===== config.mk =====
export PLATFORM = sky130hd
export DESIGN_NAME = coalescing_level_change_buffer_unit_flat
export DESIGN_NICKNAME = d
export VERILOG_FILES = /design/src/rtl/core/clcb_pkg.sv /design/src/rtl/core/clcb_req_if.sv /design/src/rtl/core/clcb_rsp_if.sv /design/src/rtl/core/clcb_ram.sv /design/src/rtl/core/clcb_datapath.sv /design/src/rtl/core/clcb_ctrl.sv /design/src/rtl/core/coalescing_level_change_buffer_unit.sv /design/src/flat_wrapper.sv
export SDC_FILE = /design/constraint.sdc
export NUM_CORES = 2
export LEC_CHECK = 0
export BUFFER_PORTS_ARGS = -buffer_cell sky130_fd_sc_hd__buf_2
export CORE_MARGIN = 5
export CORE_UTILIZATION = 45
export DETAILED_ROUTE_END_ITERATION = 16
export SLEW_MARGIN = 0
export SYNTH_ARGS = -nofsm -noshare
export SYNTH_HDL_FRONTEND = slang
export SYNTH_SLANG_ARGS = --single-unit

===== constraint.sdc =====
create_clock -name clock -period 11.4 [get_ports clock]
set_input_delay 1.71 -clock clock [delete_from_list [all_inputs] [get_ports clock]]
set_output_delay 1.71 -clock clock [all_outputs]
set_load 0.05 [all_outputs]

===== src/rtl/core/clcb_pkg.sv =====
// Shared constants, command codes and controller/datapath link types.
package clcb_pkg;

   localparam int CMD_W       = 2;
   localparam int MODEL_W     = 8;
   localparam int LEVEL_W     = 4;
   localparam int FLAGS_W     = 8;
   localparam int PENDING_W   = 6;
   localparam int VISIBLE_W   = 9;
   localparam int THRESH_W    = 6;
   localparam int CSR_INDEX_W = 2;
   localparam int CSR_DATA_W  = 9;

   localparam logic [CMD_W-1:0] CMD_LOAD        = 2'd0;
   localparam logic [CMD_W-1:0] CMD_PROPOSE     = 2'd1;
   localparam logic [CMD_W-1:0] CMD_FLUSH_DUE   = 2'd2;
   localparam logic [CMD_W-1:0] CMD_FLUSH_FORCE = 2'd3;

   localparam logic [CSR_INDEX_W-1:0] CSR_FLUSH_THRESHOLD = 2'd0;
   localparam logic [CSR_INDEX_W-1:0] CSR_ENABLED         = 2'd1;
   localparam logic [CSR_INDEX_W-1:0] CSR_MODEL_COUNT     = 2'd2;

   typedef struct packed {
      logic capture;
      logic load_write;
      logic seq_start;
      logic scan_step;
      logic write_update;
      logic dec_total;
      logic rm_read;
      logic move_write;
      logic set_drop;
      logic tbl_read;
      logic append;
      logic walk_step;
      logic count_start;
      logic count_step;
      logic set_flush;
      logic emit;
   } ctrl_cmd_type;

   typedef struct packed {
      logic [CMD_W-1:0] cmd_code;
      logic             in_range;
      logic             due;
      logic             scan_hit;
      logic             scan_miss;
      logic             restore;
      logic             hit_last;
      logic             full;
      logic             walk_done;
      logic             count_done;
   } dp_stat_type;

endpackage


===== src/rtl/core/clcb_req_if.sv =====
// Request channel: valid/ready handshake with the proposal payload.
interface clcb_req_if;
   import clcb_pkg::*;

   logic                      valid;
   logic                      ready;
   logic [CMD_W-1:0]          command;
   logic [MODEL_W-1:0]        model_index;
   logic signed [LEVEL_W-1:0] level;
   logic [FLAGS_W-1:0]        flags;

   modport source (output valid, command, model_index, level, flags, input ready);
   modport sink   (input valid, command, model_index, level, flags, output ready);
endinterface


===== src/rtl/core/clcb_rsp_if.sv =====
// Response channel: valid/ready handshake with the per-request status.
interface clcb_rsp_if;
   import clcb_pkg::*;

   logic                 valid;
   logic                 ready;
   logic [PENDING_W-1:0] pending_count;
   logic [VISIBLE_W-1:0] visible_count;
   logic                 flushed;
   logic                 all_hidden;
   logic                 dropped;

   modport source (output valid, pending_count, visible_count, flushed, all_hidden, dropped,
                   input ready);
   modport sink   (input valid, pending_count, visible_count, flushed, all_hidden, dropped,
                   output ready);
endinterface


===== src/rtl/core/clcb_ram.sv =====
// Generic single-write, single-read RAM with registered read data.
module clcb_ram #(
   parameter int WIDTH = 8,
   parameter int DEPTH = 32
) (
   input  logic                                  clock,
   input  logic                                  we,
   input  logic [((DEPTH > 1) ? $clog2(DEPTH) : 1)-1:0] waddr,
   input  logic [WIDTH-1:0]                      wdata,
   input  logic [((DEPTH > 1) ? $clog2(DEPTH) : 1)-1:0] raddr,
   output logic [WIDTH-1:0]                      rdata
);
   logic [WIDTH-1:0] mem_ff [DEPTH];
   logic [WIDTH-1:0] rdata_ff;

   always_ff @(posedge clock) begin
      if (we) begin
         mem_ff[waddr] <= wdata;
      end
      rdata_ff <= mem_ff[raddr];
   end

   assign rdata = rdata_ff;
endmodule


===== src/rtl/core/clcb_datapath.sv =====
// Datapath: tables, pending buffer, counters, config and response registers.
module clcb_datapath #(
   parameter int MAX_MODELS  = 256,
   parameter int MAX_PENDING = 32,
   parameter int FLAG_BITS   = 8
) (
   input  logic                                clock,
   input  logic                                reset,
   input  clcb_pkg::ctrl_cmd_type              cmd,
   output clcb_pkg::dp_stat_type               stat,
   input  logic [clcb_pkg::CMD_W-1:0]          req_command,
   input  logic [clcb_pkg::MODEL_W-1:0]        req_model_index,
   input  logic signed [clcb_pkg::LEVEL_W-1:0] req_level,
   input  logic [clcb_pkg::FLAGS_W-1:0]        req_flags,
   input  logic                                csr_we,
   input  logic [clcb_pkg::CSR_INDEX_W-1:0]    csr_index,
   input  logic [clcb_pkg::CSR_DATA_W-1:0]     csr_wdata,
   output logic [clcb_pkg::PENDING_W-1:0]      rsp_pending_count,
   output logic [clcb_pkg::VISIBLE_W-1:0]      rsp_visible_count,
   output logic                                rsp_flushed,
   output logic                                rsp_all_hidden,
   output logic                                rsp_dropped
);
   import clcb_pkg::*;

   localparam int AW  = (MAX_MODELS > 1) ? $clog2(MAX_MODELS) : 1;
   localparam int PIW = (MAX_PENDING > 1) ? $clog2(MAX_PENDING) : 1;
   localparam int PW  = $clog2(MAX_PENDING + 1);
   localparam int NW  = $clog2(MAX_MODELS + 1);

   typedef struct packed {
      logic [AW-1:0]        model;
      logic [LEVEL_W-1:0]   old_level;
      logic [LEVEL_W-1:0]   new_level;
      logic [FLAG_BITS-1:0] old_flags;
      logic [FLAG_BITS-1:0] new_flags;
   } entry_type;

   localparam int EW = $bits(entry_type);

   // captured request
   logic [CMD_W-1:0]     cmd_ff, cmd_in;
   logic [MODEL_W-1:0]   m_ff, m_in;
   logic [LEVEL_W-1:0]   lvl_ff, lvl_in;
   logic [FLAG_BITS-1:0] flg_ff, flg_in;

   // config
   logic [THRESH_W-1:0]   thr_ff, thr_in;
   logic                  en_ff, en_in;
   logic [CSR_DATA_W-1:0] mc_ff, mc_in;

   // sequencing
   logic [PW-1:0]  total_ff, total_in;
   logic [NW-1:0]  vis_ff, vis_in;
   logic [PW-1:0]  idx_ff, idx_in;
   logic [PIW-1:0] chk_ff, chk_in;
   logic [PIW-1:0] hit_ff, hit_in;
   logic [NW-1:0]  cidx_ff, cidx_in;
   logic           rdv_ff, rdv_in;
   logic           flushed_ff, flushed_in;
   logic           dropped_ff, dropped_in;

   // response payload
   logic [PENDING_W-1:0] out_pend_ff;
   logic [VISIBLE_W-1:0] out_vis_ff;
   logic                 out_flushed_ff, out_hidden_ff, out_dropped_ff;

   logic [AW-1:0]        m_idx;
   logic [NW-1:0]        n_use;
   logic                 load_ok;
   entry_type            pend_rd, pend_wdata;
   logic [EW-1:0]        pend_rdata;
   logic                 pend_we;
   logic [PIW-1:0]       pend_waddr, pend_raddr;
   logic [LEVEL_W-1:0]   lvl_rdata, lvl_wdata;
   logic [FLAG_BITS-1:0] flg_rdata;
   logic                 lvl_we;
   logic [AW-1:0]        lvl_waddr, lvl_raddr;

   assign m_idx   = AW'(m_ff);
   assign n_use   = (32'(mc_ff) > 32'(MAX_MODELS)) ? NW'(MAX_MODELS) : NW'(mc_ff);
   assign load_ok = 32'(m_ff) < 32'(MAX_MODELS);
   assign pend_rd = pend_rdata;

   // status
   always_comb begin
      stat.cmd_code   = cmd_ff;
      stat.in_range   = 32'(m_ff) < 32'(n_use);
      stat.due        = (cmd_ff == CMD_FLUSH_FORCE) ||
                        (en_ff && (32'(total_ff) >= 32'(thr_ff)));
      stat.scan_hit   = rdv_ff && (pend_rd.model == m_idx);
      stat.scan_miss  = !rdv_ff && (idx_ff == total_ff);
      stat.restore    = (pend_rd.old_level == lvl_ff) && (pend_rd.old_flags == flg_ff);
      stat.hit_last   = (32'(chk_ff) + 32'd1) == 32'(total_ff);
      stat.full       = 32'(total_ff) >= 32'(MAX_PENDING);
      stat.walk_done  = !rdv_ff && (idx_ff == total_ff);
      stat.count_done = !rdv_ff && (cidx_ff == n_use);
   end

   // pending buffer ports
   always_comb begin
      pend_raddr = cmd.rm_read ? total_ff[PIW-1:0] : idx_ff[PIW-1:0];
      pend_we    = cmd.write_update || cmd.move_write || cmd.append;
      pend_waddr = total_ff[PIW-1:0];
      pend_wdata = pend_rd;
      if (cmd.write_update) begin
         pend_waddr           = chk_ff;
         pend_wdata.new_level = lvl_ff;
         pend_wdata.new_flags = flg_ff;
      end else if (cmd.move_write) begin
         pend_waddr = hit_ff;
      end else if (cmd.append) begin
         pend_wdata.model     = m_idx;
         pend_wdata.old_level = lvl_rdata;
         pend_wdata.new_level = lvl_ff;
         pend_wdata.old_flags = flg_rdata;
         pend_wdata.new_flags = flg_ff;
      end
   end

   // table ports: loads and flush walk write, append and count read
   always_comb begin
      lvl_raddr = cmd.tbl_read ? m_idx : cidx_ff[AW-1:0];
      lvl_we    = (cmd.load_write && load_ok) || (cmd.walk_step && rdv_ff);
      lvl_waddr = cmd.load_write ? m_idx : pend_rd.model;
      lvl_wdata = cmd.load_write ? lvl_ff : pend_rd.new_level;
   end

   clcb_ram #(.WIDTH(EW), .DEPTH(MAX_PENDING)) u_pend_ram (
      .clock (clock),
      .we    (pend_we),
      .waddr (pend_waddr),
      .wdata (pend_wdata),
      .raddr (pend_raddr),
      .rdata (pend_rdata)
   );

   clcb_ram #(.WIDTH(LEVEL_W), .DEPTH(MAX_MODELS)) u_level_ram (
      .clock (clock),
      .we    (lvl_we),
      .waddr (lvl_waddr),
      .wdata (lvl_wdata),
      .raddr (lvl_raddr),
      .rdata (lvl_rdata)
   );

   clcb_ram #(.WIDTH(FLAG_BITS), .DEPTH(MAX_MODELS)) u_flag_ram (
      .clock (clock),
      .we    (cmd.load_write && load_ok),
      .waddr (m_idx),
      .wdata (flg_ff),
      .raddr (m_idx),
      .rdata (flg_rdata)
   );

   always_comb begin
      cmd_in     = cmd_ff;
      m_in       = m_ff;
      lvl_in     = lvl_ff;
      flg_in     = flg_ff;
      thr_in     = thr_ff;
      en_in      = en_ff;
      mc_in      = mc_ff;
      total_in   = total_ff;
      vis_in     = vis_ff;
      idx_in     = idx_ff;
      chk_in     = chk_ff;
      hit_in     = hit_ff;
      cidx_in    = cidx_ff;
      rdv_in     = rdv_ff;
      flushed_in = flushed_ff;
      dropped_in = dropped_ff;

      if (csr_we) begin
         case (csr_index)
            CSR_FLUSH_THRESHOLD: thr_in = csr_wdata[THRESH_W-1:0];
            CSR_ENABLED:         en_in  = csr_wdata[0];
            CSR_MODEL_COUNT:     mc_in  = csr_wdata;
            default: ;
         endcase
      end

      if (cmd.capture) begin
         cmd_in     = req_command;
         m_in       = req_model_index;
         lvl_in     = $unsigned(req_level);
         flg_in     = FLAG_BITS'(req_flags);
         flushed_in = 1'b0;
         dropped_in = 1'b0;
      end

      if (cmd.seq_start) begin
         idx_in = '0;
         rdv_in = 1'b0;
      end

      // one read issued per cycle, checked when its data returns
      if (cmd.scan_step || cmd.walk_step) begin
         if (cmd.scan_step && stat.scan_hit) begin
            hit_in = chk_ff;
            rdv_in = 1'b0;
         end else if (idx_ff < total_ff) begin
            rdv_in = 1'b1;
            chk_in = idx_ff[PIW-1:0];
            idx_in = idx_ff + PW'(1);
         end else begin
            rdv_in = 1'b0;
         end
      end

      if (cmd.dec_total) total_in = total_ff - PW'(1);
      if (cmd.append)    total_in = total_ff + PW'(1);
      if (cmd.set_drop)  dropped_in = 1'b1;
      if (cmd.set_flush) flushed_in = 1'b1;

      if (cmd.count_start) begin
         total_in = '0;
         vis_in   = '0;
         cidx_in  = '0;
         rdv_in   = 1'b0;
      end

      if (cmd.count_step) begin
         if (rdv_ff && !lvl_rdata[LEVEL_W-1]) begin
            vis_in = vis_ff + NW'(1);
         end
         if (cidx_ff < n_use) begin
            rdv_in  = 1'b1;
            cidx_in = cidx_ff + NW'(1);
         end else begin
            rdv_in = 1'b0;
         end
      end
   end

   always_ff @(posedge clock) begin
      if (reset) begin
         thr_ff     <= THRESH_W'(1);
         en_ff      <= 1'b0;
         mc_ff      <= '0;
         total_ff   <= '0;
         vis_ff     <= '0;
         idx_ff     <= '0;
         cidx_ff    <= '0;
         rdv_ff     <= 1'b0;
         flushed_ff <= 1'b0;
         dropped_ff <= 1'b0;
      end else begin
         thr_ff     <= thr_in;
         en_ff      <= en_in;
         mc_ff      <= mc_in;
         total_ff   <= total_in;
         vis_ff     <= vis_in;
         idx_ff     <= idx_in;
         cidx_ff    <= cidx_in;
         rdv_ff     <= rdv_in;
         flushed_ff <= flushed_in;
         dropped_ff <= dropped_in;
      end
   end

   always_ff @(posedge clock) begin
      cmd_ff <= cmd_in;
      m_ff   <= m_in;
      lvl_ff <= lvl_in;
      flg_ff <= flg_in;
      chk_ff <= chk_in;
      hit_ff <= hit_in;
      if (cmd.emit) begin
         out_pend_ff    <= PENDING_W'(total_ff);
         out_vis_ff     <= VISIBLE_W'(vis_ff);
         out_flushed_ff <= flushed_ff;
         out_hidden_ff  <= flushed_ff && (vis_ff == '0);
         out_dropped_ff <= dropped_ff;
      end
   end

   assign rsp_pending_count = out_pend_ff;
   assign rsp_visible_count = out_vis_ff;
   assign rsp_flushed       = out_flushed_ff;
   assign rsp_all_hidden    = out_hidden_ff;
   assign rsp_dropped       = out_dropped_ff;
endmodule


===== src/rtl/core/clcb_ctrl.sv =====
// Controller: sequences one request at a time over the datapath.
module clcb_ctrl (
   input  logic                   clock,
   input  logic                   reset,
   input  logic                   req_valid,
   output logic                   req_ready,
   output logic                   rsp_valid,
   input  logic                   rsp_ready,
   input  clcb_pkg::dp_stat_type  stat,
   output clcb_pkg::ctrl_cmd_type cmd
);
   import clcb_pkg::*;

   localparam logic [3:0] S_IDLE     = 4'd0;
   localparam logic [3:0] S_DISPATCH = 4'd1;
   localparam logic [3:0] S_SCAN     = 4'd2;
   localparam logic [3:0] S_RM_RD    = 4'd3;
   localparam logic [3:0] S_RM_WR    = 4'd4;
   localparam logic [3:0] S_APPEND   = 4'd5;
   localparam logic [3:0] S_WALK     = 4'd6;
   localparam logic [3:0] S_COUNT    = 4'd7;
   localparam logic [3:0] S_FINISH   = 4'd8;

   logic [3:0] state_ff, state_in;
   logic       rsp_valid_ff, rsp_valid_in;
   logic       out_free;

   assign out_free  = !rsp_valid_ff || rsp_ready;
   assign req_ready = (state_ff == S_IDLE);
   assign rsp_valid = rsp_valid_ff;

   always_comb begin
      cmd          = '0;
      state_in     = state_ff;
      rsp_valid_in = rsp_valid_ff;
      if (rsp_ready) rsp_valid_in = 1'b0;

      case (state_ff)
         S_IDLE: begin
            if (req_valid) begin
               cmd.capture = 1'b1;
               state_in    = S_DISPATCH;
            end
         end
         S_DISPATCH: begin
            case (stat.cmd_code)
               CMD_LOAD: begin
                  cmd.load_write = 1'b1;
                  state_in       = S_FINISH;
               end
               CMD_PROPOSE: begin
                  if (stat.in_range) begin
                     cmd.seq_start = 1'b1;
                     state_in      = S_SCAN;
                  end else begin
                     state_in = S_FINISH;
                  end
               end
               CMD_FLUSH_DUE, CMD_FLUSH_FORCE: begin
                  if (stat.due) begin
                     cmd.seq_start = 1'b1;
                     state_in      = S_WALK;
                  end else begin
                     state_in = S_FINISH;
                  end
               end
               default: state_in = S_FINISH;
            endcase
         end
         S_SCAN: begin
            cmd.scan_step = 1'b1;
            if (stat.scan_hit) begin
               if (stat.restore) begin
                  // drop the entry; the last one fills its slot unless the dropped entry was the last
                  cmd.dec_total = 1'b1;
                  state_in      = stat.hit_last ? S_FINISH : S_RM_RD;
               end else begin
                  cmd.write_update = 1'b1;
                  state_in         = S_FINISH;
               end
            end else if (stat.scan_miss) begin
               if (stat.full) begin
                  cmd.set_drop = 1'b1;
                  state_in     = S_FINISH;
               end else begin
                  cmd.tbl_read = 1'b1;
                  state_in     = S_APPEND;
               end
            end
         end
         S_RM_RD: begin
            cmd.rm_read = 1'b1;
            state_in    = S_RM_WR;
         end
         S_RM_WR: begin
            cmd.move_write = 1'b1;
            state_in       = S_FINISH;
         end
         S_APPEND: begin
            cmd.append = 1'b1;
            state_in   = S_FINISH;
         end
         S_WALK: begin
            cmd.walk_step = 1'b1;
            if (stat.walk_done) begin
               cmd.count_start = 1'b1;
               state_in        = S_COUNT;
            end
         end
         S_COUNT: begin
            cmd.count_step = 1'b1;
            if (stat.count_done) begin
               cmd.set_flush = 1'b1;
               state_in      = S_FINISH;
            end
         end
         S_FINISH: begin
            if (out_free) begin
               cmd.emit     = 1'b1;
               rsp_valid_in = 1'b1;
               state_in     = S_IDLE;
            end
         end
         default: state_in = S_IDLE;
      endcase
   end

   always_ff @(posedge clock) begin
      if (reset) begin
         state_ff     <= S_IDLE;
         rsp_valid_ff <= 1'b0;
      end else begin
         state_ff     <= state_in;
         rsp_valid_ff <= rsp_valid_in;
      end
   end
endmodule


===== src/rtl/core/coalescing_level_change_buffer_unit.sv =====
// Top level: coalescing level-change buffer, controller plus datapath.
//
//   channel   dir   handshake            payload
//   req_chan  in    valid/ready          command, model_index, level, flags
//   rsp_chan  out   valid/ready          pending_count, visible_count, flushed,
//                                         all_hidden, dropped
//   csr_*     in    csr_we, no back-pressure   csr_index, csr_wdata
//
// One request at a time. Load and refused requests go straight to the response. Propose scans
// the pending entries: a hit updates the entry, or drops it and moves the last one into its slot
// if the old values are restored; a miss appends after a table read, or drops when full. Flush
// writes each entry back, then counts visible models in use; each store has one read port.
// Reset is synchronous and empties the buffer; tables hold nothing until loaded. A waiting
// response does not block the next request; completion waits for the response register.
module coalescing_level_change_buffer_unit #(
   parameter int MAX_MODELS  = 256,
   parameter int MAX_PENDING = 32,
   parameter int FLAG_BITS   = 8
) (
   input  logic                             clock,
   input  logic                             reset,
   clcb_req_if.sink                         req_chan,
   clcb_rsp_if.source                       rsp_chan,
   input  logic                             csr_we,
   input  logic [clcb_pkg::CSR_INDEX_W-1:0] csr_index,
   input  logic [clcb_pkg::CSR_DATA_W-1:0]  csr_wdata
);
   import clcb_pkg::*;

   ctrl_cmd_type cmd;
   dp_stat_type  stat;

   clcb_ctrl u_ctrl (
      .clock     (clock),
      .reset     (reset),
      .req_valid (req_chan.valid),
      .req_ready (req_chan.ready),
      .rsp_valid (rsp_chan.valid),
      .rsp_ready (rsp_chan.ready),
      .stat      (stat),
      .cmd       (cmd)
   );

   clcb_datapath #(
      .MAX_MODELS  (MAX_MODELS),
      .MAX_PENDING (MAX_PENDING),
      .FLAG_BITS   (FLAG_BITS)
   ) u_datapath (
      .clock             (clock),
      .reset             (reset),
      .cmd               (cmd),
      .stat              (stat),
      .req_command       (req_chan.command),
      .req_model_index   (req_chan.model_index),
      .req_level         (req_chan.level),
      .req_flags         (req_chan.flags),
      .csr_we            (csr_we),
      .csr_index         (csr_index),
      .csr_wdata         (csr_wdata),
      .rsp_pending_count (rsp_chan.pending_count),
      .rsp_visible_count (rsp_chan.visible_count),
      .rsp_flushed       (rsp_chan.flushed),
      .rsp_all_hidden    (rsp_chan.all_hidden),
      .rsp_dropped       (rsp_chan.dropped)
   );
endmodule


===== src/flat_wrapper.sv =====
// flat-port wrapper written by rule: the top's interface ports become plain ports
module coalescing_level_change_buffer_unit_flat import clcb_pkg::*;
#(
   parameter int MAX_MODELS  = 256,
   parameter int MAX_PENDING = 32,
   parameter int FLAG_BITS   = 8
)
  (clock, reset, csr_we, csr_index, csr_wdata, req_chan_valid, req_chan_command, req_chan_model_index, req_chan_level, req_chan_flags, req_chan_ready, rsp_chan_valid, rsp_chan_pending_count, rsp_chan_visible_count, rsp_chan_flushed, rsp_chan_all_hidden, rsp_chan_dropped, rsp_chan_ready);
  clcb_req_if req_chan_i ();
  clcb_rsp_if rsp_chan_i ();
  input  logic clock;
  input  logic reset;
  input  logic csr_we;
  input  logic [clcb_pkg::CSR_INDEX_W-1:0] csr_index;
  input  logic [clcb_pkg::CSR_DATA_W-1:0] csr_wdata;
  input wire logic [$bits(req_chan_i.valid)-1:0] req_chan_valid;
  input wire logic [$bits(req_chan_i.command)-1:0] req_chan_command;
  input wire logic [$bits(req_chan_i.model_index)-1:0] req_chan_model_index;
  input wire logic [$bits(req_chan_i.level)-1:0] req_chan_level;
  input wire logic [$bits(req_chan_i.flags)-1:0] req_chan_flags;
  output wire logic [$bits(req_chan_i.ready)-1:0] req_chan_ready;
  output wire logic [$bits(rsp_chan_i.valid)-1:0] rsp_chan_valid;
  output wire logic [$bits(rsp_chan_i.pending_count)-1:0] rsp_chan_pending_count;
  output wire logic [$bits(rsp_chan_i.visible_count)-1:0] rsp_chan_visible_count;
  output wire logic [$bits(rsp_chan_i.flushed)-1:0] rsp_chan_flushed;
  output wire logic [$bits(rsp_chan_i.all_hidden)-1:0] rsp_chan_all_hidden;
  output wire logic [$bits(rsp_chan_i.dropped)-1:0] rsp_chan_dropped;
  input wire logic [$bits(rsp_chan_i.ready)-1:0] rsp_chan_ready;
  assign req_chan_i.valid = req_chan_valid;
  assign req_chan_i.command = req_chan_command;
  assign req_chan_i.model_index = req_chan_model_index;
  assign req_chan_i.level = req_chan_level;
  assign req_chan_i.flags = req_chan_flags;
  assign req_chan_ready = req_chan_i.ready;
  assign rsp_chan_valid = rsp_chan_i.valid;
  assign rsp_chan_pending_count = rsp_chan_i.pending_count;
  assign rsp_chan_visible_count = rsp_chan_i.visible_count;
  assign rsp_chan_flushed = rsp_chan_i.flushed;
  assign rsp_chan_all_hidden = rsp_chan_i.all_hidden;
  assign rsp_chan_dropped = rsp_chan_i.dropped;
  assign rsp_chan_i.ready = rsp_chan_ready;
  coalescing_level_change_buffer_unit #(.MAX_MODELS(MAX_MODELS), .MAX_PENDING(MAX_PENDING), .FLAG_BITS(FLAG_BITS)) u_core (.clock(clock), .reset(reset), .req_chan(req_chan_i), .rsp_chan(rsp_chan_i), .csr_we(csr_we), .csr_index(csr_index), .csr_wdata(csr_wdata));
endmodule

==> impl_metrics.json <==
{
  "cts_resized": 0,
  "final_common_cell": "edfxtp_1",
  "synth_warnings": 0,
  "drtAntennaViolNets": 0,
  "htree_num_levels": 5,
  "synth.cell_area_mm2": 0.157,
  "rsz0062_at_grt": "no",
  "fin_setup_tns_ps": 0,
  "slew_headroom_pct": 12.5,
  "synth_area_per_cell_um2": 18.8,
  "grt_pass1_vias": 81300,
  "power.leakage_nw": 55.7,
  "fp.dieArea_mm2": 0.361,
  "cp_max_fo": 130,
  "maxCapViolCount": 0,
  "drive_gt1_share_pct": 20.5,
  "port_buffers": 57,
  "grt_overflow_total": 0,
  "pre_cts_ws_ps": 5460,
  "antenna_found_initial": 8,
  "wire_per_inst_um": 30.6,
  "syn-num-nets": 8442,
  "setup_viol": 0,
  "die_w_um": 601,
  "setup_ws_ps": 5450,
  "grt_pass1_wl_mm": 591,
  "ys_types": 78,
  "p_switching_mw": 8.36,
  "die_y_um": 601,
  "area_growth_pct": 12.2,
  "cts_buffer_depth": 4,
  "outcome": "finished, final reports clean",
  "initial_core_util_pct": 45.3,
  "path_clk_slew_ps": 60,
  "clkPwrFrac_pct": 39.2,
  "period_share_pct": 52.2,
  "clock-sinks": 3980,
  "num_rows": 216,
  "fin_crit_ps": 5950,
  "rr_worst_depth": 13,
  "rr_endpoint": "u_core.u_datapath.u_level_ram.rdata[2]",
  "startpoint_type": "register",
  "cts_made_buffers": 411,
  "dp_hpwl_mm": 237,
  "reg2reg_slack_ps": 5450,
  "worst_ep_required_time_ps": 12190,
  "coreArea_mm2": 0.347,
  "fmax_ghz": 0.168,
  "whs_endpoint": "u_core.u_datapath.mc_ff[5]",
  "p_int_mw": 25.9,
  "route.vias.total": 81300,
  "final_cell_mix": "3890 x edfxtp_1, 840 x mux4_2, 698 x nand2_1",
  "holdBufCountCts": 0,
  "ioPinCount": 58,
  "finalHoldViolCount": 0,
  "synth_ff_type": "edfxtp_1",
  "crit_start": "u_core.u_datapath.total_ff[5]",
  "grt_usage_pct": 22.3,
  "worst_setup_path_end_kind": "register",
  "fin_worst_skew_ps": 48.4,
  "gp_congestion": 0.868,
  "grt_max_degree": 237,
  "cts_setup_buffers": 0,
  "clk_latency_ps": 950,
  "avgViaCountPerCell": 6.05,
  "worstHoldStart": "u_core.u_datapath.mc_ff[5]",
  "hold_depth": 2,
  "synth_seq_cells": 3980,
  "worstPathArrival_ps": 6730,
  "dr.first_iter.drc_count": 9255,
  "slew_violations": 0,
  "synth-async-reset-ratio_pct": 0,
  "cts_root_buf": "clkbuf_16",
  "r2r-start": "u_core.u_datapath.total_ff[5]",
  "drc": 0,
  "power_frac_comb_pct": 11.6,
  "final_util_pct": 50.8,
  "synthCells": 8366,
  "power.density_mw_per_mm2": 195,
  "swShare_pct": 24.4,
  "nets": 8592,
  "seq_area_frac_synth_pct": 75.6,
  "routed_wl_mm": 411,
  "drtPass1Iterations": 8,
  "cts_tree": "done",
  "worst_ir_drop_vdd_uv": 139,
  "max_slew.worst_pin.slew_ps": 1310,
  "path_class": "reg -> reg",
  "synth_edf_count": 3890,
  "seqPwrFrac_pct": 49.2,
  "hp-class": "reg -> reg"
}
final cells by class:
cell class,count,area [um2]
Fill cell,27600,171000
Sequential cell,3980,119000
Multi-Input combinational cell,3830,36300
Clock buffer,521,11000
Tap cell,4578,5730
Clock inverter,238,2410
Timing Repair Buffer,229,1810
Inverter,64,240
Antenna cell,5,12.5
cells in the mapped netlist (all sizes together) (5+ instances only):
cell	instances	area (um2)
o21ai	98	490
nor4	16	100
dfxtp	90	1800
a22oi	63	473
a211o	5	43.8
or3	11	68.8
nand2	725	2720
or2	5	31.3
a311oi	9	78.8
o32ai	8	70.1
a21o	13	97.6
nor2	639	2400
mux2i	299	3000
xnor2	29	254
a32oi	18	158
o311ai	7	61.3
clkbuf	218	818
a21oi	234	1180
a41oi	5	51.3
nor3b	5	37.5
nand3	243	1220
mux2	52	586
nor2b	24	150
ha	37	463
xor2	6	52.6
buf	274	1510
inv	63	236
nand2b	19	119
nand3b	17	128
mux4	840	18900
o22ai	94	588
a221oi	9	78.8
nand4	45	282
and2	11	68.8
and3	9	56.3
o21a	7	52.6
nor3	44	220
edfxtp	3890	117000
a211oi	101	763
a31oi	33	206
stage by stage:
step | instance area [um2] | cells | power (mW) | hold WS, ps
2_1_floorplan | 157000 | 8366 | 19.7 | 409
3_3_place_gp | 163000 | 12700 | 21.1 | 490
3_5_place_dp | 163000 | 12700 | 21.2 | 496
4_1_cts | 176000 | 13400 | 34.5 | 511
5_1_grt | 176000 | 13400 | 35.3 | 531
6_report | 176000 | 13400 | 34.3 | 506
worst max-delay path: stages, from the launching register on:
cell and delay (ps):
dfxtp_1 450, inv_1 200, ha_1 340, and4_1 360, and4_4 530, buf_4 690, a21o_4 760, buf_12 570
mux2i_1 270, a211oi_1 90, nor4_1 650, o2111ai_1 170, nor4_1 380, nand4_1 130
metal layers:
metal | vias to the layer above | track usage (%) | share of wire (%)
met4 | 8 | 5.90 | 2.9
met5 | - | 0 | 0.015
met2 | 3450 | 35.7 | 48
met3 | 629 | 4.28 | 8.1
met1 | 43200 | 31.6 | 41
li1 | 34000 | - | -
how the worst max path moves through the flow:
stage / to / slack (ps) / depth (start not counted)
after CTS: u_core.u_datapath.u_level_ram.rdata[2] / 5420 / 13
after detailed placement: u_core.u_datapath.u_level_ram.rdata[2] / 5460 / 13
after floorplan: u_core.u_datapath.u_pend_ram.mem_ff[26][10] / 4770 / 8
final: u_core.u_datapath.u_level_ram.rdata[2] / 5450 / 13
after global placement: u_core.u_datapath.u_level_ram.rdata[3] / 5670 / 14
after global routing: u_core.u_datapath.u_level_ram.rdata[2] / 5110 / 13
power groups by stage:
| stage | Clock [mW] | Combinational (mW) | Sequential [mW] |
|---|---|---|---|
| floorplan | 0 | 2.19 | 17.5 |
| global placement | 0 | 3.94 | 17.2 |
| detailed placement | 0 | 4.01 | 17.2 |
| CTS | 13.6 | 4.02 | 16.8 |
| global route | 14.3 | 4.19 | 16.8 |
| finish | 13.5 | 3.97 | 16.9 |
logic make-up (layout without fill, tap and decap cells):
kind of cell	Yosys count	after routing	synth area share [%]
xor+xnor	35	35	0.195
buf+inv	556	1052	1.64
compound gates	744	744	3.02
mux	1191	1191	14.3
fa+ha+maj	38	38	0.308
flops	3980	3980	75.6
simple gates	1822	1822	4.91
other cells	0	5	0
registers in the layout (all words and copies together), names as in the netlist, 9 cells and up:
register / cells
u_core.u_datapath.cidx_ff: 9
u_core.u_datapath.mc_ff: 9
u_core.u_datapath.rsp_visible_count: 9
u_core.u_datapath.u_flag_ram.mem_ff: 2048
u_core.u_datapath.u_level_ram.mem_ff: 1024
u_core.u_datapath.u_pend_ram.mem_ff: 768
u_core.u_datapath.u_pend_ram.rdata: 24
u_core.u_datapath.vis_ff: 9
No activity file was read; power rests on OpenSTA's default activity.
